**src/rtl/fsfe_pkg.sv**
```systemverilog
// Shared types and codes for the framebuffer shape fill engine.
package fsfe_pkg;

  // Pixel word width (RGB565)
  localparam int PIXEL_W = 16;

  // Request function codes
  localparam logic [2:0] FUNC_SET_PIXEL   = 3'd0;
  localparam logic [2:0] FUNC_FILL_SCREEN = 3'd1;
  localparam logic [2:0] FUNC_FILL_RECT   = 3'd2;
  localparam logic [2:0] FUNC_FILL_CIRCLE = 3'd3;
  localparam logic [2:0] FUNC_TICK        = 3'd4;

  // Result kind codes
  localparam logic [1:0] KIND_ANNOUNCE = 2'd0;
  localparam logic [1:0] KIND_PIXEL    = 2'd1;
  localparam logic [1:0] KIND_REFUSED  = 2'd2;

  // Clipped window of a drawing request
  typedef struct packed {
    logic       nonempty;
    logic [7:0] col_first;
    logic [7:0] col_last;
    logic [7:0] row_first;
    logic [7:0] row_last;
  } win_t;

  // Controller states
  typedef enum logic [2:0] {
    ST_CLEAR,
    ST_IDLE,
    ST_FILL_ALL,
    ST_FILL_BOX,
    ST_READ
  } state_t;

endpackage

```
**src/rtl/fsfe_clip.sv**
```systemverilog
// Window computation: shape bounding box clipped to the screen.
module fsfe_clip #(
  parameter int SCREEN_COLS = 160,
  parameter int SCREEN_ROWS = 128
) (
  input  logic [2:0]     func,
  input  logic [7:0]     pos_x,
  input  logic [7:0]     pos_y,
  input  logic [7:0]     extent_w,
  input  logic [7:0]     extent_h,
  input  logic [6:0]     radius,
  output fsfe_pkg::win_t win
);

  localparam logic signed [9:0] COL_MAX = 10'(SCREEN_COLS - 1);
  localparam logic signed [9:0] ROW_MAX = 10'(SCREEN_ROWS - 1);

  logic signed [9:0] px, py, ew, eh, rad;
  logic signed [9:0] lo_x, hi_x, lo_y, hi_y;
  logic signed [9:0] lo_xc, hi_xc, lo_yc, hi_yc;
  logic              shape_ok;

  assign px  = $signed({2'b00, pos_x});
  assign py  = $signed({2'b00, pos_y});
  assign ew  = $signed({2'b00, extent_w});
  assign eh  = $signed({2'b00, extent_h});
  assign rad = $signed({3'b000, radius});

  // Unclipped box per shape
  always_comb begin
    lo_x     = px;
    hi_x     = px;
    lo_y     = py;
    hi_y     = py;
    shape_ok = 1'b0;
    case (func)
      fsfe_pkg::FUNC_SET_PIXEL: begin
        shape_ok = 1'b1;
      end
      fsfe_pkg::FUNC_FILL_SCREEN: begin
        lo_x     = '0;
        hi_x     = COL_MAX;
        lo_y     = '0;
        hi_y     = ROW_MAX;
        shape_ok = 1'b1;
      end
      fsfe_pkg::FUNC_FILL_RECT: begin
        hi_x     = px + ew - 10'sd1;
        hi_y     = py + eh - 10'sd1;
        shape_ok = (extent_w != '0) && (extent_h != '0);
      end
      fsfe_pkg::FUNC_FILL_CIRCLE: begin
        lo_x     = px - rad;
        hi_x     = px + rad - 10'sd1;
        lo_y     = py - rad;
        hi_y     = py + rad - 10'sd1;
        shape_ok = (radius != '0);
      end
      default: begin
        shape_ok = 1'b0;
      end
    endcase
  end

  // Clip to the screen
  assign lo_xc = (lo_x < 10'sd0) ? 10'sd0 : lo_x;
  assign hi_xc = (hi_x > COL_MAX) ? COL_MAX : hi_x;
  assign lo_yc = (lo_y < 10'sd0) ? 10'sd0 : lo_y;
  assign hi_yc = (hi_y > ROW_MAX) ? ROW_MAX : hi_y;

  assign win.nonempty  = shape_ok && (lo_xc <= hi_xc) && (lo_yc <= hi_yc);
  assign win.col_first = lo_xc[7:0];
  assign win.col_last  = hi_xc[7:0];
  assign win.row_first = lo_yc[7:0];
  assign win.row_last  = hi_yc[7:0];

endmodule

```
**config.mk**
```make
export PLATFORM = sky130hd
export DESIGN_NAME = fsfe_clip
export DESIGN_NICKNAME = d
export VERILOG_FILES = /design/src/rtl/fsfe_pkg.sv /design/src/rtl/fsfe_clip.sv
export SDC_FILE = /design/constraint.sdc
export NUM_CORES = 1
export LEC_CHECK = 0
export ABC_AREA = 0
export BUFFER_PORTS_ARGS = -buffer_cell sky130_fd_sc_hd__buf_4
export CORE_MARGIN = 3
export CORE_UTILIZATION = 55
export DETAILED_ROUTE_END_ITERATION = 6
export GPL_TIMING_DRIVEN = 0
export PLACE_DENSITY = 0.8
export SLEW_MARGIN = 20
export SYNTH_ARGS = -nofsm -noshare
export SYNTH_HDL_FRONTEND = slang
export SYNTH_SLANG_ARGS = --single-unit
```
**constraint.sdc**
```tcl
create_clock -name vclk -period 17.8
set_clock_uncertainty 0.15 [all_clocks]
set_input_delay 3.56 -clock vclk [all_inputs]
set_output_delay 3.56 -clock vclk [all_outputs]
set_load 0.05 [all_outputs]
```
==> metrics.md <==
| Metric | Value |
|---|---|
| Overall routed net length | 11300 um |
| Most instantiated cells after synthesis | sky130_fd_sc_hd__inv_1, sky130_fd_sc_hd__ha_1, sky130_fd_sc_hd__nor2_1 |
| Cell Area, Synth | 0.00384 mm^2 |
| Routability congestion estimate from global placement | 0.968 |
| Synth-to-Final Area Change | 17.1% |
| Critical-path cell with the highest stage delay | sky130_fd_sc_hd__or4_1 |
| Worst EP arrival | 8080 ps |
| Post-synthesis share of cell area spent on xor and xnor gates | about 5.7% |
| Library cells used by synthesis | 70 |
| Number of iterations in the first detailed-routing pass | 5 |
| Worst slew margin relative to its limit | 59.2% |
| Cells resized by post-CTS repair | 0 |
| Total congestion overflow | 0 |
| Leakage | 0.00240 uW |
| Fraction of the mapped netlist area in adder cells | between 30% and 40% |
| Die Span X | 89.6 um |
| PnR worst setup slack | 6010 ps |
| Vias in the first global route | 3848 |
| Tot GR Track Use | 28.8% |
| Tightest Pin Transition | 610 ps |
| Critical path buffers and inverters | 5 |
| Final setup viols | 0 |
| Nature of the critical path endpoint | output pin |
| Largest stage delay on the critical path | 510 ps |
| Mean post-synth cell area | 7.25 um^2 |
| Drt first-iter violations | 264 |
| Sequential fraction of the synthesis area | 0% |
| Largest cells by area after synthesis | sky130_fd_sc_hd__ha_1, sky130_fd_sc_hd__inv_1, sky130_fd_sc_hd__a21oi_1 |
| Most common cell in the netlist | sky130_fd_sc_hd__inv_1 |
| Register cell area after layout | 0 um^2 |
| Antenna violations before repair | 0 |
| Maximum number of pins on one net before global-route repair | 11 |
| Remaining DRCs | 0 |
| Max-slew violation total from the final report | 0 |
| Power density over the cells | 45.0 mW/mm^2 |
| Portion of the clock cycle consumed by the worst path in the final layout | 66.2% |
| Worst slack at placement | between 6000 and 7000 ps |
| Number of buffers inserted for hold repair after clock tree synthesis | 0 |
| Overall die height | ~90 um |
| YS warnings | 0 |
| Dominant delay contributor by cell family on the critical path | compound AO/OA/AOI/OAI gates |
| Final HPWL DP | ~9800 um |
| Synth Area in Simple Gates | approximately 17% |
| Reported max-cap violation count | 0 |
| Max Fclk | 0.0849 GHz |
| Combinational family with the most area after synthesis | adder cells |
| Area of combinational cells with multiple inputs | between 0.003 and 0.004 mm^2 |
| Full die area | ~0.008 mm^2 |
| Top-area cell type share of the netlist area | 29.3% |
| Complex-gate fraction of the synthesized area | about 30% |
| Status | complete, no violations |
| Syn_nets | 667 |
| Dpl cells | slightly below 700 |
| Detailed-route vias per instance | between 5 and 6 |
| Post-synthesis cell count | 530 |
| Routed wirelength normalized by instance count | 16.3 um |
| Global-route wire length before repair | 18600 um |
| Antenna cell count | 0 |
| Final Critical Period | 11790 ps |
| Number of primary I/O pins | 75 |
| Number of clock buffers in the layout | 0 |
| Peak supply drop | 0.0000337 V |
| Via count of the routed design | between 4000 and 5000 |
| Number of nets at the end of the flow | 741 |
| Proportion of layout cells with a drive suffix above 1 | roughly 18% |
| Setup tns final | 0 ps |
| Final Hold Fails | 0 |
| Maximum fanout encountered on the critical timing path | 10 |
| Sort of element at the start of the critical path | primary input |
| Mux contribution to synthesized area | 2.47% |
| Library cell occupying the most area in the post-synthesis netlist | sky130_fd_sc_hd__ha_1 |
| Worst-path cell chain | buf_4 > inv_1 > ha_1 > inv_1 > ha_1 > fa_1 > a211oi_2 > o21ai_1 > o211a_1 > or4_1 > a41oi_2 > buf_4 > nand2b_1 > ha_1 > nor2b_1 > o21a_1 > o21a_1 > o21ai_0 > a21oi_1 > o21ai_0 > o2111a_1 > buf_4 |
| Initial core utilization | 58.5% |
| Port Buf Inserts | 72 |
| Routed Antenna Nets | 0 |
| Classification of the worst-slack hold path | in -> out |
| Kind of critical path | in -> out |
| RSZ-0062 raised after global routing | false |
| Post CTS Setup Buffer Count | 0 |
| Non-filler cells in the finished layout | 695 |
| Site row count | 29 |
| Placeable core region | 0.00657 mm^2 |
| Filler cell count | 577 |
| Total number of sequential cells | 0 |
| Req. time, crit path | approximately 14000 ps |
area by class of cell:
type / count / share of cell area, %
multi-input combinational: 415 / 74.5
buffer: 15 / 2.59
inverter: 100 / 8.34
timing repair buffer: 72 / 12.0
tap: 93 / 2.59
cells in the final DEF, fill, tap and decap left out, types with 4 or more instances in the layout:
master / count
sky130_fd_sc_hd__a21o_1: 12
sky130_fd_sc_hd__a21oi_1: 37
sky130_fd_sc_hd__a22oi_1: 9
sky130_fd_sc_hd__buf_4: 74
sky130_fd_sc_hd__buf_6: 4
sky130_fd_sc_hd__clkbuf_1: 5
sky130_fd_sc_hd__fa_1: 5
sky130_fd_sc_hd__ha_1: 90
sky130_fd_sc_hd__inv_1: 99
sky130_fd_sc_hd__mux2_2: 4
sky130_fd_sc_hd__mux2i_1: 5
sky130_fd_sc_hd__nand2_1: 20
sky130_fd_sc_hd__nand2b_1: 10
sky130_fd_sc_hd__nand3_1: 10
sky130_fd_sc_hd__nand4_1: 5
sky130_fd_sc_hd__nor2_1: 41
sky130_fd_sc_hd__nor2b_1: 8
sky130_fd_sc_hd__nor3_1: 4
sky130_fd_sc_hd__nor4_1: 6
sky130_fd_sc_hd__o211a_1: 6
sky130_fd_sc_hd__o211ai_1: 7
sky130_fd_sc_hd__o21a_1: 7
sky130_fd_sc_hd__o21ai_0: 17
sky130_fd_sc_hd__o21ai_1: 5
sky130_fd_sc_hd__o21bai_1: 13
sky130_fd_sc_hd__o22ai_1: 10
sky130_fd_sc_hd__xnor2_1: 14
sky130_fd_sc_hd__xor2_1: 11
worst paths after layout:
path	startpoint	to	slack, ps	cells after the start
worst max-delay path	pos_y[1]	win[32]	6010	22
worst min-delay path	pos_y[0]	win[8]	7410	4
where the power goes:
part | switching, uW | leakage [uW] | internal [uW] | total, uW
Clock | 0 | 0 | 0 | 0
Combinational | 123 | 0.00240 | 79.4 | 202
Sequential | 0 | 0 | 0 | 0
tightest hold or removal path, stage by stage:
cell and delay, ps:
sky130_fd_sc_hd__buf_4 120, sky130_fd_sc_hd__nand2_1 70, sky130_fd_sc_hd__a21oi_1 60, sky130_fd_sc_hd__buf_4 180
through the flow:
stage	power [uW]	cell area, um^2	utilization, %	hold WS [ps]
final	202	4500	68.5	7410
after global routing	222	4500	68.5	7430
after CTS	200	4500	68.5	7410
after detailed placement	199	4500	68.5	7410
after global placement	194	4500	68.5	7400
after floorplan	147	3840	-	7280
layer usage:
metal / up-vias / wire (um) / GRT usage, %
met1: 1851 / 5250 / 41.1
met2: 162 / 5120 / 47.4
met3: 23 / 804 / 2.55
li1: 2026 / - / -
met4: 0 / 179 / 4.87
met5: - / 0 / 0
cells by family (layout without fill, tap and decap cells):
logic type      after synthesis  in the layout
buf+inv                     115            187
simple gates                124            124
mux                           9              9
compound gates              159            159
xor+xnor                     25             25
fa+ha+maj                    98             98
Power figures use the tool's default switching activity.
