$ cat config.mk
export PLATFORM = sky130hd
export DESIGN_NAME = fsfe_ctrl_flat
export DESIGN_NICKNAME = d
export VERILOG_FILES = /design/src/rtl/fsfe_pkg.sv /design/src/rtl/fsfe_if.sv /design/src/rtl/fsfe_ctrl.sv /design/src/flat_wrapper.sv
export SDC_FILE = /design/constraint.sdc
export NUM_CORES = 1
export LEC_CHECK = 0
export ABC_AREA = 0
export BUFFER_PORTS_ARGS = -buffer_cell sky130_fd_sc_hd__buf_2
export CORE_MARGIN = 4
export CORE_UTILIZATION = 54
export CTS_BUF_LIST = sky130_fd_sc_hd__clkbuf_16
export DETAILED_ROUTE_END_ITERATION = 16
export PLACE_DENSITY = 0.78
export SLEW_MARGIN = 20
export SYNTH_ARGS = -nofsm -noshare
export SYNTH_HDL_FRONTEND = slang
export SYNTH_SLANG_ARGS = --single-unit
$ cat constraint.sdc
create_clock -name clk -period 9.25 [get_ports clk]
set_input_delay 0.925 -clock clk [delete_from_list [all_inputs] [get_ports clk]]
set_output_delay 0.925 -clock clk [all_outputs]
set_load 0.03 [all_outputs]
$ cat src/rtl/fsfe_pkg.sv
// Shared types and codes for the framebuffer shape fill engine.
package fsfe_pkg;

  // Pixel word width (RGB565)
  localparam int PIXEL_W = 16;

  // Request function codes
  localparam logic [2:0] FUNC_SET_PIXEL   = 3'd0;
  localparam logic [2:0] FUNC_FILL_SCREEN = 3'd1;
  localparam logic [2:0] FUNC_FILL_RECT   = 3'd2;
  localparam logic [2:0] FUNC_FILL_CIRCLE = 3'd3;
  localparam logic [2:0] FUNC_TICK        = 3'd4;

  // Result kind codes
  localparam logic [1:0] KIND_ANNOUNCE = 2'd0;
  localparam logic [1:0] KIND_PIXEL    = 2'd1;
  localparam logic [1:0] KIND_REFUSED  = 2'd2;

  // Clipped window of a drawing request
  typedef struct packed {
    logic       nonempty;
    logic [7:0] col_first;
    logic [7:0] col_last;
    logic [7:0] row_first;
    logic [7:0] row_last;
  } win_t;

  // Controller states
  typedef enum logic [2:0] {
    ST_CLEAR,
    ST_IDLE,
    ST_FILL_ALL,
    ST_FILL_BOX,
    ST_READ
  } state_t;

endpackage

$ cat src/rtl/fsfe_if.sv
// Request and result channel interfaces of the shape fill engine.
interface fsfe_in_if;
  logic        valid;
  logic        ready;
  logic [2:0]  func;
  logic [15:0] color;
  logic [7:0]  pos_x;
  logic [7:0]  pos_y;
  logic [7:0]  extent_w;
  logic [7:0]  extent_h;
  logic [6:0]  radius;

  modport source (
    output valid, func, color, pos_x, pos_y, extent_w, extent_h, radius,
    input  ready
  );
  modport sink (
    input  valid, func, color, pos_x, pos_y, extent_w, extent_h, radius,
    output ready
  );
endinterface

interface fsfe_out_if;
  logic        valid;
  logic        ready;
  logic [1:0]  kind;
  logic [7:0]  col_first;
  logic [7:0]  col_last;
  logic [6:0]  row_first;
  logic [6:0]  row_last;
  logic [15:0] pixel_color;
  logic        last;

  modport source (
    output valid, kind, col_first, col_last, row_first, row_last, pixel_color, last,
    input  ready
  );
  modport sink (
    input  valid, kind, col_first, col_last, row_first, row_last, pixel_color, last,
    output ready
  );
endinterface

$ cat src/rtl/fsfe_ctrl.sv
// Sequencer: clear pass, fill sweeps, readout scan and result register.
module fsfe_ctrl #(
  parameter int SCREEN_COLS = 160,
  parameter int SCREEN_ROWS = 128
) (
  input  logic                                             clk,
  input  logic                                             rst,
  fsfe_in_if.sink                                          cmd,
  fsfe_out_if.source                                       rsp,
  input  fsfe_pkg::win_t                                   win,
  output logic                                             wr_en,
  output logic [$clog2(SCREEN_COLS*SCREEN_ROWS)-1:0]       wr_addr,
  output logic [fsfe_pkg::PIXEL_W-1:0]                     wr_data,
  output logic                                             rd_en,
  output logic [$clog2(SCREEN_COLS*SCREEN_ROWS)-1:0]       rd_addr,
  input  logic [fsfe_pkg::PIXEL_W-1:0]                     rd_data
);

  localparam int DEPTH = SCREEN_COLS * SCREEN_ROWS;
  localparam int AW    = $clog2(DEPTH);
  localparam int CW    = $clog2(SCREEN_COLS);
  localparam int RW    = $clog2(SCREEN_ROWS);

  fsfe_pkg::state_t state, state_next;

  logic [CW-1:0] win_l, win_l_next, win_r, win_r_next;
  logic [RW-1:0] win_t, win_t_next, win_b, win_b_next;
  logic [CW-1:0] scan_col, scan_col_next;
  logic [RW-1:0] scan_row, scan_row_next;
  logic          row_major, row_major_next;
  logic          pending, pending_next;
  logic          read_last, read_last_next;
  logic [CW-1:0] fx, fx_next;
  logic [RW-1:0] fy, fy_next;
  logic [AW-1:0] sweep_addr, sweep_addr_next;

  logic [fsfe_pkg::PIXEL_W-1:0] fill_color, fill_color_next;
  logic [7:0]    ctr_x, ctr_x_next;
  logic [7:0]    ctr_y, ctr_y_next;
  logic [13:0]   rad_sq, rad_sq_next;
  logic          circle, circle_next;

  logic          out_valid, out_valid_next;
  logic [1:0]    out_kind, out_kind_next;
  logic [7:0]    out_cf, out_cf_next, out_cl, out_cl_next;
  logic [6:0]    out_rf, out_rf_next, out_rl, out_rl_next;
  logic [15:0]   out_pix, out_pix_next;
  logic          out_last, out_last_next;

  logic          accept, is_cmd, is_tick, scan_end, hit;
  logic [8:0]    adx, ady;
  logic [15:0]   sq_x, sq_y;
  logic [16:0]   dist_sq;

  // Linear store address of a pixel
  function automatic logic [AW-1:0] pix_addr(input logic [CW-1:0] col,
                                               input logic [RW-1:0] row);
    pix_addr = AW'(row) * AW'(SCREEN_COLS) + AW'(col);
  endfunction

  assign cmd.ready = (state == fsfe_pkg::ST_IDLE) && (!out_valid || rsp.ready);
  assign accept    = cmd.valid && cmd.ready;
  assign is_tick   = (cmd.func == fsfe_pkg::FUNC_TICK);
  assign is_cmd    = (cmd.func < fsfe_pkg::FUNC_TICK);
  assign scan_end  = (scan_col == win_r) && (scan_row == win_b);

  // Circle membership test at the current sweep point
  always_comb begin
    adx = ({1'b0, 8'(fx)} >= {1'b0, ctr_x}) ? 9'({1'b0, 8'(fx)} - {1'b0, ctr_x})
                                            : 9'({1'b0, ctr_x} - {1'b0, 8'(fx)});
    ady = ({1'b0, 8'(fy)} >= {1'b0, ctr_y}) ? 9'({1'b0, 8'(fy)} - {1'b0, ctr_y})
                                            : 9'({1'b0, ctr_y} - {1'b0, 8'(fy)});
    sq_x    = {7'b0, adx} * {7'b0, adx};
    sq_y    = {7'b0, ady} * {7'b0, ady};
    dist_sq = {1'b0, sq_x} + {1'b0, sq_y};
    hit     = !circle || (dist_sq <= {3'b000, rad_sq});
  end

  // Next state, store access and result register
  always_comb begin
    state_next      = state;
    win_l_next      = win_l;
    win_r_next      = win_r;
    win_t_next      = win_t;
    win_b_next      = win_b;
    scan_col_next   = scan_col;
    scan_row_next   = scan_row;
    row_major_next  = row_major;
    pending_next    = pending;
    read_last_next  = read_last;
    fx_next         = fx;
    fy_next         = fy;
    sweep_addr_next = sweep_addr;
    fill_color_next = fill_color;
    ctr_x_next      = ctr_x;
    ctr_y_next      = ctr_y;
    rad_sq_next     = rad_sq;
    circle_next     = circle;
    out_valid_next  = out_valid && !rsp.ready;
    out_kind_next   = out_kind;
    out_cf_next     = out_cf;
    out_cl_next     = out_cl;
    out_rf_next     = out_rf;
    out_rl_next     = out_rl;
    out_pix_next    = out_pix;
    out_last_next   = out_last;
    wr_en           = 1'b0;
    wr_addr         = sweep_addr;
    wr_data         = fill_color;
    rd_en           = 1'b0;
    rd_addr         = pix_addr(scan_col, scan_row);

    unique case (state)
      // Zero the store one entry per cycle after reset
      fsfe_pkg::ST_CLEAR: begin
        wr_en   = 1'b1;
        wr_data = '0;
        if (sweep_addr == AW'(DEPTH - 1)) begin
          state_next = fsfe_pkg::ST_IDLE;
        end else begin
          sweep_addr_next = sweep_addr + AW'(1);
        end
      end

      fsfe_pkg::ST_IDLE: begin
        if (accept && is_tick && pending) begin
          // Issue readout and advance the scan position
          rd_en          = 1'b1;
          read_last_next = scan_end;
          state_next     = fsfe_pkg::ST_READ;
          if (scan_end) begin
            pending_next = 1'b0;
          end else if (row_major) begin
            if (scan_col == win_r) begin
              scan_col_next = win_l;
              scan_row_next = scan_row + RW'(1);
            end else begin
              scan_col_next = scan_col + CW'(1);
            end
          end else begin
            if (scan_row == win_b) begin
              scan_row_next = win_t;
              scan_col_next = scan_col + CW'(1);
            end else begin
              scan_row_next = scan_row + RW'(1);
            end
          end
        end else if (accept && is_cmd && pending) begin
          // Refuse drawing while a readout is open
          out_valid_next = 1'b1;
          out_kind_next  = fsfe_pkg::KIND_REFUSED;
          out_cf_next    = '0;
          out_cl_next    = '0;
          out_rf_next    = '0;
          out_rl_next    = '0;
          out_pix_next   = '0;
          out_last_next  = 1'b0;
        end else if (accept && is_cmd && win.nonempty) begin
          // Open the window and announce it
          out_valid_next  = 1'b1;
          out_kind_next   = fsfe_pkg::KIND_ANNOUNCE;
          out_cf_next     = win.col_first;
          out_cl_next     = win.col_last;
          out_rf_next     = 7'(win.row_first);
          out_rl_next     = 7'(win.row_last);
          out_pix_next    = '0;
          out_last_next   = 1'b0;
          win_l_next      = CW'(win.col_first);
          win_r_next      = CW'(win.col_last);
          win_t_next      = RW'(win.row_first);
          win_b_next      = RW'(win.row_last);
          scan_col_next   = CW'(win.col_first);
          scan_row_next   = RW'(win.row_first);
          row_major_next  = (cmd.func == fsfe_pkg::FUNC_FILL_SCREEN);
          pending_next    = 1'b1;
          fill_color_next = cmd.color;
          fx_next         = CW'(win.col_first);
          fy_next         = RW'(win.row_first);
          ctr_x_next      = cmd.pos_x;
          ctr_y_next      = cmd.pos_y;
          rad_sq_next     = {7'b0, cmd.radius} * {7'b0, cmd.radius};
          circle_next     = (cmd.func == fsfe_pkg::FUNC_FILL_CIRCLE);
          sweep_addr_next = '0;
          unique case (cmd.func)
            fsfe_pkg::FUNC_SET_PIXEL: begin
              wr_en   = 1'b1;
              wr_addr = pix_addr(CW'(cmd.pos_x), RW'(cmd.pos_y));
              wr_data = cmd.color;
            end
            fsfe_pkg::FUNC_FILL_SCREEN: begin
              state_next = fsfe_pkg::ST_FILL_ALL;
            end
            default: begin
              state_next = fsfe_pkg::ST_FILL_BOX;
            end
          endcase
        end
      end

      // Sweep the whole store with the fill color
      fsfe_pkg::ST_FILL_ALL: begin
        wr_en = 1'b1;
        if (sweep_addr == AW'(DEPTH - 1)) begin
          state_next = fsfe_pkg::ST_IDLE;
        end else begin
          sweep_addr_next = sweep_addr + AW'(1);
        end
      end

      // Sweep the clipped box, writing covered pixels
      fsfe_pkg::ST_FILL_BOX: begin
        wr_en   = hit;
        wr_addr = pix_addr(fx, fy);
        if (fy == win_b) begin
          fy_next = win_t;
          if (fx == win_r) begin
            state_next = fsfe_pkg::ST_IDLE;
          end else begin
            fx_next = fx + CW'(1);
          end
        end else begin
          fy_next = fy + RW'(1);
        end
      end

      // Capture read data into the result register
      fsfe_pkg::ST_READ: begin
        out_valid_next = 1'b1;
        out_kind_next  = fsfe_pkg::KIND_PIXEL;
        out_cf_next    = '0;
        out_cl_next    = '0;
        out_rf_next    = '0;
        out_rl_next    = '0;
        out_pix_next   = rd_data;
        out_last_next  = read_last;
        state_next     = fsfe_pkg::ST_IDLE;
      end

      default: begin
        state_next = fsfe_pkg::ST_IDLE;
      end
    endcase
  end

  // State register
  always_ff @(posedge clk) begin
    if (rst) begin
      state <= fsfe_pkg::ST_CLEAR;
    end else begin
      state <= state_next;
    end
  end

  // Control registers
  always_ff @(posedge clk) begin
    if (rst) begin
      win_l      <= '0;
      win_r      <= '0;
      win_t      <= '0;
      win_b      <= '0;
      scan_col   <= '0;
      scan_row   <= '0;
      row_major  <= 1'b0;
      pending    <= 1'b0;
      sweep_addr <= '0;
      out_valid  <= 1'b0;
    end else begin
      win_l      <= win_l_next;
      win_r      <= win_r_next;
      win_t      <= win_t_next;
      win_b      <= win_b_next;
      scan_col   <= scan_col_next;
      scan_row   <= scan_row_next;
      row_major  <= row_major_next;
      pending    <= pending_next;
      sweep_addr <= sweep_addr_next;
      out_valid  <= out_valid_next;
    end
  end

  // Payload registers
  always_ff @(posedge clk) begin
    read_last  <= read_last_next;
    fx         <= fx_next;
    fy         <= fy_next;
    fill_color <= fill_color_next;
    ctr_x      <= ctr_x_next;
    ctr_y      <= ctr_y_next;
    rad_sq     <= rad_sq_next;
    circle     <= circle_next;
    out_kind   <= out_kind_next;
    out_cf     <= out_cf_next;
    out_cl     <= out_cl_next;
    out_rf     <= out_rf_next;
    out_rl     <= out_rl_next;
    out_pix    <= out_pix_next;
    out_last   <= out_last_next;
  end

  assign rsp.valid       = out_valid;
  assign rsp.kind        = out_kind;
  assign rsp.col_first   = out_cf;
  assign rsp.col_last    = out_cl;
  assign rsp.row_first   = out_rf;
  assign rsp.row_last    = out_rl;
  assign rsp.pixel_color = out_pix;
  assign rsp.last        = out_last;

endmodule

$ cat src/flat_wrapper.sv
// flat-port wrapper written by rule: the top's interface ports become plain ports
module fsfe_ctrl_flat 
#(
  parameter int SCREEN_COLS = 160,
  parameter int SCREEN_ROWS = 128
)
  (clk, rst, win, wr_en, wr_addr, wr_data, rd_en, rd_addr, rd_data, cmd_valid, cmd_func, cmd_color, cmd_pos_x, cmd_pos_y, cmd_extent_w, cmd_extent_h, cmd_radius, cmd_ready, rsp_valid, rsp_kind, rsp_col_first, rsp_col_last, rsp_row_first, rsp_row_last, rsp_pixel_color, rsp_last, rsp_ready);
  fsfe_in_if cmd_i ();
  fsfe_out_if rsp_i ();
  input  logic clk;
  input  logic rst;
  input  fsfe_pkg::win_t win;
  output logic wr_en;
  output logic [$clog2(SCREEN_COLS*SCREEN_ROWS)-1:0] wr_addr;
  output logic [fsfe_pkg::PIXEL_W-1:0] wr_data;
  output logic rd_en;
  output logic [$clog2(SCREEN_COLS*SCREEN_ROWS)-1:0] rd_addr;
  input  logic [fsfe_pkg::PIXEL_W-1:0] rd_data;
  input wire logic [$bits(cmd_i.valid)-1:0] cmd_valid;
  input wire logic [$bits(cmd_i.func)-1:0] cmd_func;
  input wire logic [$bits(cmd_i.color)-1:0] cmd_color;
  input wire logic [$bits(cmd_i.pos_x)-1:0] cmd_pos_x;
  input wire logic [$bits(cmd_i.pos_y)-1:0] cmd_pos_y;
  input wire logic [$bits(cmd_i.extent_w)-1:0] cmd_extent_w;
  input wire logic [$bits(cmd_i.extent_h)-1:0] cmd_extent_h;
  input wire logic [$bits(cmd_i.radius)-1:0] cmd_radius;
  output wire logic [$bits(cmd_i.ready)-1:0] cmd_ready;
  output wire logic [$bits(rsp_i.valid)-1:0] rsp_valid;
  output wire logic [$bits(rsp_i.kind)-1:0] rsp_kind;
  output wire logic [$bits(rsp_i.col_first)-1:0] rsp_col_first;
  output wire logic [$bits(rsp_i.col_last)-1:0] rsp_col_last;
  output wire logic [$bits(rsp_i.row_first)-1:0] rsp_row_first;
  output wire logic [$bits(rsp_i.row_last)-1:0] rsp_row_last;
  output wire logic [$bits(rsp_i.pixel_color)-1:0] rsp_pixel_color;
  output wire logic [$bits(rsp_i.last)-1:0] rsp_last;
  input wire logic [$bits(rsp_i.ready)-1:0] rsp_ready;
  assign cmd_i.valid = cmd_valid;
  assign cmd_i.func = cmd_func;
  assign cmd_i.color = cmd_color;
  assign cmd_i.pos_x = cmd_pos_x;
  assign cmd_i.pos_y = cmd_pos_y;
  assign cmd_i.extent_w = cmd_extent_w;
  assign cmd_i.extent_h = cmd_extent_h;
  assign cmd_i.radius = cmd_radius;
  assign cmd_ready = cmd_i.ready;
  assign rsp_valid = rsp_i.valid;
  assign rsp_kind = rsp_i.kind;
  assign rsp_col_first = rsp_i.col_first;
  assign rsp_col_last = rsp_i.col_last;
  assign rsp_row_first = rsp_i.row_first;
  assign rsp_row_last = rsp_i.row_last;
  assign rsp_pixel_color = rsp_i.pixel_color;
  assign rsp_last = rsp_i.last;
  assign rsp_i.ready = rsp_ready;
  fsfe_ctrl #(.SCREEN_COLS(SCREEN_COLS), .SCREEN_ROWS(SCREEN_ROWS)) u_core (.clk(clk), .rst(rst), .cmd(cmd_i), .rsp(rsp_i), .win(win), .wr_en(wr_en), .wr_addr(wr_addr), .wr_data(wr_data), .rd_en(rd_en), .rd_addr(rd_addr), .rd_data(rd_data));
endmodule
==> results of run 1 <==
==> per-stage QoR <==
stage          cells  hold slack (ns)  cell area [um2]  utilization, %
4_1_cts         2588            0.458            20400            68.2
6_report        2615            0.454            20800            69.4
2_1_floorplan   1834            0.433            16600               -
5_1_grt         2615            0.480            20800            69.4
3_3_place_gp    2537            0.440            19100            63.9
3_5_place_dp    2537            0.447            19100            63.9
==> synth_stat cells, types with 19 or more instances <==
cell / count / share of area (%)
fa_1: 96 / 12
and2_1: 69 / 2.6
o21ai_0: 67 / 2.0
nor3_1: 19 / 0.57
dfxtp_1: 66 / 8.0
a21o_1: 28 / 1.3
nand2_1: 163 / 3.7
nand3_1: 32 / 0.97
xor2_1: 62 / 3.3
edfxtp_1: 111 / 20
ha_1: 186 / 14
mux2i_1: 25 / 1.5
nor2_1: 145 / 3.3
a21oi_1: 130 / 3.9
nand2b_1: 25 / 0.94
inv_1: 256 / 5.8
xnor2_1: 99 / 5.2
clkbuf_1: 41 / 0.93
==> per-layer routing <==
layer | GRT usage, % | vias to the layer above | wire length [um]
li1 | - | 6888 | -
met1 | 32.7 | 6832 | 17800
met2 | 43.6 | 530 | 21600
met3 | 4.50 | 110 | 2820
met4 | 8.34 | 0 | 1440
met5 | 0 | - | 0
==> flip-flops by register name, summed over array words and instances, names as in the netlist, 7 cells and up <==
signal,count
u_core.ctr_x,8
u_core.win_l,8
u_core.win_r,8
u_core.win_b,7
u_core.fy,7
u_core.rsp.col_first,8
u_core.rsp.row_last,7
u_core.scan_col,8
u_core.fx,8
u_core.rad_sq,13
u_core.scan_row,7
u_core.ctr_y,8
u_core.rsp.pixel_color,16
u_core.fill_color,16
u_core.rsp.row_first,7
u_core.rsp.col_last,8
u_core.sweep_addr,15
u_core.win_t,7
==> worst paths after layout <==
kind | from | endpoint | slack [ns] | cells past startpoint
setup / recovery | u_core.ctr_y[1] | wr_en | -0.60 | 42
hold / removal | u_core.win_l[6] | u_core.win_l[6] | 0.45 | 2
setup reg to reg | u_core.state[0] | u_core.scan_row[6] | 5.91 | 8
hold reg to reg | u_core.win_l[6] | u_core.win_l[6] | 0.45 | 2
==> cell type report <==
cell class                 instances  area [um2]
multi-input combinational       1346       11500
inverter                         258         970
timing repair buffer             404        2610
sequential                       177        4650
clock inverter                    15         140
clock buffer                      17         425
antenna                            8        20.0
tap                              390         488
fill                            2202        9170
==> report_power, final <==
group / switching, mW / internal [mW] / total, mW
registers: 0.00138 / 0.845 / 0.847
logic: 0.122 / 0.102 / 0.224
clock network: 0.347 / 0.356 / 0.703
total: 0.470 / 1.30 / 1.77
==> tightest hold or removal path, delay by kind of cell, from the launching register on <==
| family | cells | cell delay [ns] |
|---|---|---|
| AO/OA/AOI/OAI | 1 | 0.05 |
| AND/OR/NAND/NOR | 1 | 0.05 |
| flip-flops | 1 | 0.31 |
==> logic make-up after synthesis <==
kind of cell | Yosys count
AND/OR/NAND/NOR | 530
AO/OA/AOI/OAI | 340
buffers and inverters | 311
adder cells (fa/ha/maj) | 282
flip-flops | 177
XOR/XNOR | 163
multiplexers | 31
==> what timing repair did <==
item                                    4_1_cts  5_1_grt
buffers inserted                             21       20
gates resized for setup                     131       43
cloned                                        0        0
endpoints found under the setup margin        1        1
pin swaps                                    99       71
==> flow_summary.toml, run 1 <==
[detailed_routing]
drtIter0Drc = 836
vias = 14360
first_pass_iters = 5
viasPerCell = 5.49
routedWlPerCell_um = 16.7
wirelength_um = 43700
ant_nets = 0
drcViolationCount = 0

[synth]
yosys_most_used_dff = "edfxtp_1"
synth_edf_count = 111
synthCells = 1834
avgSynthCellArea_um2 = 9.03
synth_compound_area_share_pct = 13.0
synth_top_family_by_area = "adder cells"
mappedNetlistNets = 2227
synthAdderAreaFrac_pct = 25.6
yosysSeqAreaShare_pct = 28.1
yosysWarnings = 0
synth_area_um2 = 16600
ys_async_sr_fraction_pct = 0
yosys.area_share.simple_pct = 15.3
synthMuxAreaShare_pct = 1.92
synth-xor-area-share_pct = 8.75
synth_cell_types = 72
synth-seq-cells = 177

[place]
gp_congestion = 0.937
pre_cts_slack_ns = -0.525
io_buffers = 191
post-dp-hpwl_um = 32800

[timing]
clock.fmax_mhz = 102
rsz0062_at_grt = "yes"
finalClockSkew_ns = 0.0167
finalHoldViolCount = 0
fin_ws_ns = -0.596
setup_viol = 1
slew-limit-headroom_pct = 31.8
fin_crit_ns = 9.85
period_share_pct = 106
tightest_slew_ns = 1.02
tns_ns = -0.596
slew_viol_final = 0

[finish]
nNetsFinal = 2597
area_growth_pct = 25.5
final_common_cell = "inv_1"
mostFrequentLayoutCells = "inv_1, buf_4, buf_2"
drive_gt1_share_pct = 26.3

[clocking]
insertion_delay_ns = 0.44
cts-root-buf = "clkbuf_16"
cts-htree-levels = 4
postCtsHoldBufs = 0
clock-sinks = 177
cts.clk_slew.worst_paths_ns = 0.07
cts-buffers-inserted = 17
cts_max_path_buffers = 2
cts_tree = "built"

[floorplan]
dieArea_um2 = 33500
start_util_pct = 55.3
pin_count = 210
die_y_um = 183
num_rows = 63
fp.dieW_um = 183
core-area_um2 = 30000

[grt]
grt_pass1_wl_um = 70500
grt_pass1_vias = 14636
antenna_found_initial = 8
grt_max_degree = 78
grt_usage_pct = 25.4
grt_remaining_overflow = 0

[pwr]
irDropWorstVdd_uv = 131
powerDensity_nw_per_um2 = 85.4
p_leak_nw = 10.1
power.total_mw = 1.77

[critical_path]
worst_setup_path_start_kind = "register"
path_buf_inv = 11
required_ns = 8.33
slowest_stage = "fa_1"
critPathTopFamily = "compound AO/OA/AOI/OAI gates"
end_kind = "output pin"
worst-setup-path-type = "register to output pin"
critPathMostFrequentCell = "a21oi_2"
cp_max_fo = 4
crit_arrival_ns = 8.92
slowest_delay_ns = 0.54

[status]
violations = "negative setup slack"
status = "finished with violations"

[min_path]
hold_path_class = "register to register"

[flow_run]
drv_cap = 0
(Power assumes the default switching activity.)
==> run 2, diff against run 1 <==
Settings changed: PLACE_DENSITY 0.78 to 0.83.
==> flow_summary.toml, run 2 (same netlist as run 1, synthesis figures left out) <==
[floorplan]
core-area_um2 = 30000
fp.dieW_um = 183
dieArea_um2 = 33500
pin_count = 210
die_y_um = 183
start_util_pct = 55.3
num_rows = 63

[timing]
rsz0062_at_grt = "yes"
fin_crit_ns = 10.27
finalHoldViolCount = 0
finalClockSkew_ns = 0.0214
period_share_pct = 111
tightest_slew_ns = 0.972
fin_hold_ws_ns = 0.459
slew-limit-headroom_pct = 35.0
slew_viol_final = 0
tns_ns = -1.02
clock.fmax_mhz = 97.4
fin_ws_ns = -1.02
setup_viol = 1

[clocking]
cts_tree = "built"
cts-htree-levels = 4
cts_max_path_buffers = 2
insertion_delay_ns = 0.46
cts-root-buf = "clkbuf_16"
cts.clk_slew.worst_paths_ns = 0.07
cts-buffers-inserted = 17
clock-sinks = 177
postCtsHoldBufs = 0

[pwr]
clkPwrFrac_pct = 40.8
irDropWorstVdd_uv = 130
p_int_mw = 1.33
power_switching_uw = 489
power.total_mw = 1.82
powerDensity_nw_per_um2 = 88.7
sw_frac_of_total_pct = 26.8
power.share.sequential_pct = 46.4
p_leak_nw = 9.98
power_frac_comb_pct = 12.8

[grt]
grt_pass1_vias = 15418
grt_usage_pct = 27.1
grt_pass1_wl_um = 74900
antenna_found_initial = 4
grt_max_degree = 53
grt_remaining_overflow = 0

[place]
placed_area_um2 = 19100
io_buffers = 191
gp_congestion = 0.918
place_inst = 2528
post-dp-hpwl_um = 33300
pre_cts_slack_ns = -0.447

[min_path]
hold_path_class = "register to register"

[finish]
mostFrequentLayoutCells = "inv_1, buf_4, buf_2"
layout.cells.non_filler = 2599
nFillCells = 2033
drive_gt1_share_pct = 24.9
final_common_cell = "inv_1"
final_area_um2 = 20600
fin_util_pct = 68.6
nNetsFinal = 2585
area_growth_pct = 24.1

[status]
status = "finished with violations"
violations = "negative setup slack"

[flow_run]
drv_cap = 0

[detailed_routing]
drtIter0Drc = 1455
first_pass_iters = 6
routedWlPerCell_um = 18.9
vias = 15230
viasPerCell = 5.86
drcViolationCount = 0
wirelength_um = 49000
ant_nets = 0

[critical_path]
cp_max_fo = 7
worst_setup_path_start_kind = "register"
end_kind = "output pin"
slowest_stage = "fa_1"
slowest_delay_ns = 0.57
required_ns = 8.33
worst-setup-path-type = "register to output pin"
crit_arrival_ns = 9.34
[run 2: cell count changes in the layout (fill, tap and decap cells not counted), sizes merged]
cell,change
inv,-6
diode,-4
buf,-12
clkinvlp,+1
clkinv,+4
bufinv,+1
[run 2: path summary, 6_finish.rpt]
check / start / endpoint / slack [ns] / cells after the start
hold reg to reg: u_core.win_l[7] / u_core.win_l[7] / 0.46 / 2
setup reg to reg: u_core.state[0] / u_core.scan_row[6] / 5.73 / 8
hold / removal: u_core.win_l[7] / u_core.win_l[7] / 0.46 / 2
setup / recovery: u_core.fy[1] / wr_en / -1.02 / 38
[run 2: repair_timing]
action	in CTS	in global routing
gates resized for setup	99	37
cloned	0	0
hold endpoints to repair	0	0
setup endpoints to repair	1	1
buffers inserted	22	13
pin swaps	81	24
[run 2: power by group through the flow]
stage                     logic [mW]  clock network (mW)  registers [mW]
after floorplan                0.160                   0           0.865
after global placement         0.212                   0           0.865
after detailed placement       0.226                   0           0.865
after CTS                      0.230               0.743           0.847
after global routing           0.265               0.779           0.847
final                          0.233               0.743           0.847
[run 2: final cells by class]
cell class                 instances  area, um2  area share, %
inverter                         258        968           4.71
clock buffer                      17        425           2.07
antenna                            4       10.0         0.0487
clock inverter                    15        173          0.840
multi-input combinational       1346      11300           55.2
tap                              390        488           2.37
timing repair buffer             392       2500           12.1
sequential                       177       4650           22.6
[run 2: per-layer routing]
metal,wire (um),GRT usage [%],up-vias
met4,2640,11.1,2
met2,24100,47.2,841
met5,13,0,-
met3,3990,4.78,236
met1,18200,33.5,7283
li1,-,-,6868
[run 2: worst max-delay path: cells and delay by family, from the launching register on]
kind            cells  cell delay [ns]
compound gates     14             2.98
xor+xnor            2             0.35
fa+ha+maj           8             3.21
buf+inv             8             0.94
flops               1             0.44
mux                 1             0.33
simple gates        5             0.65
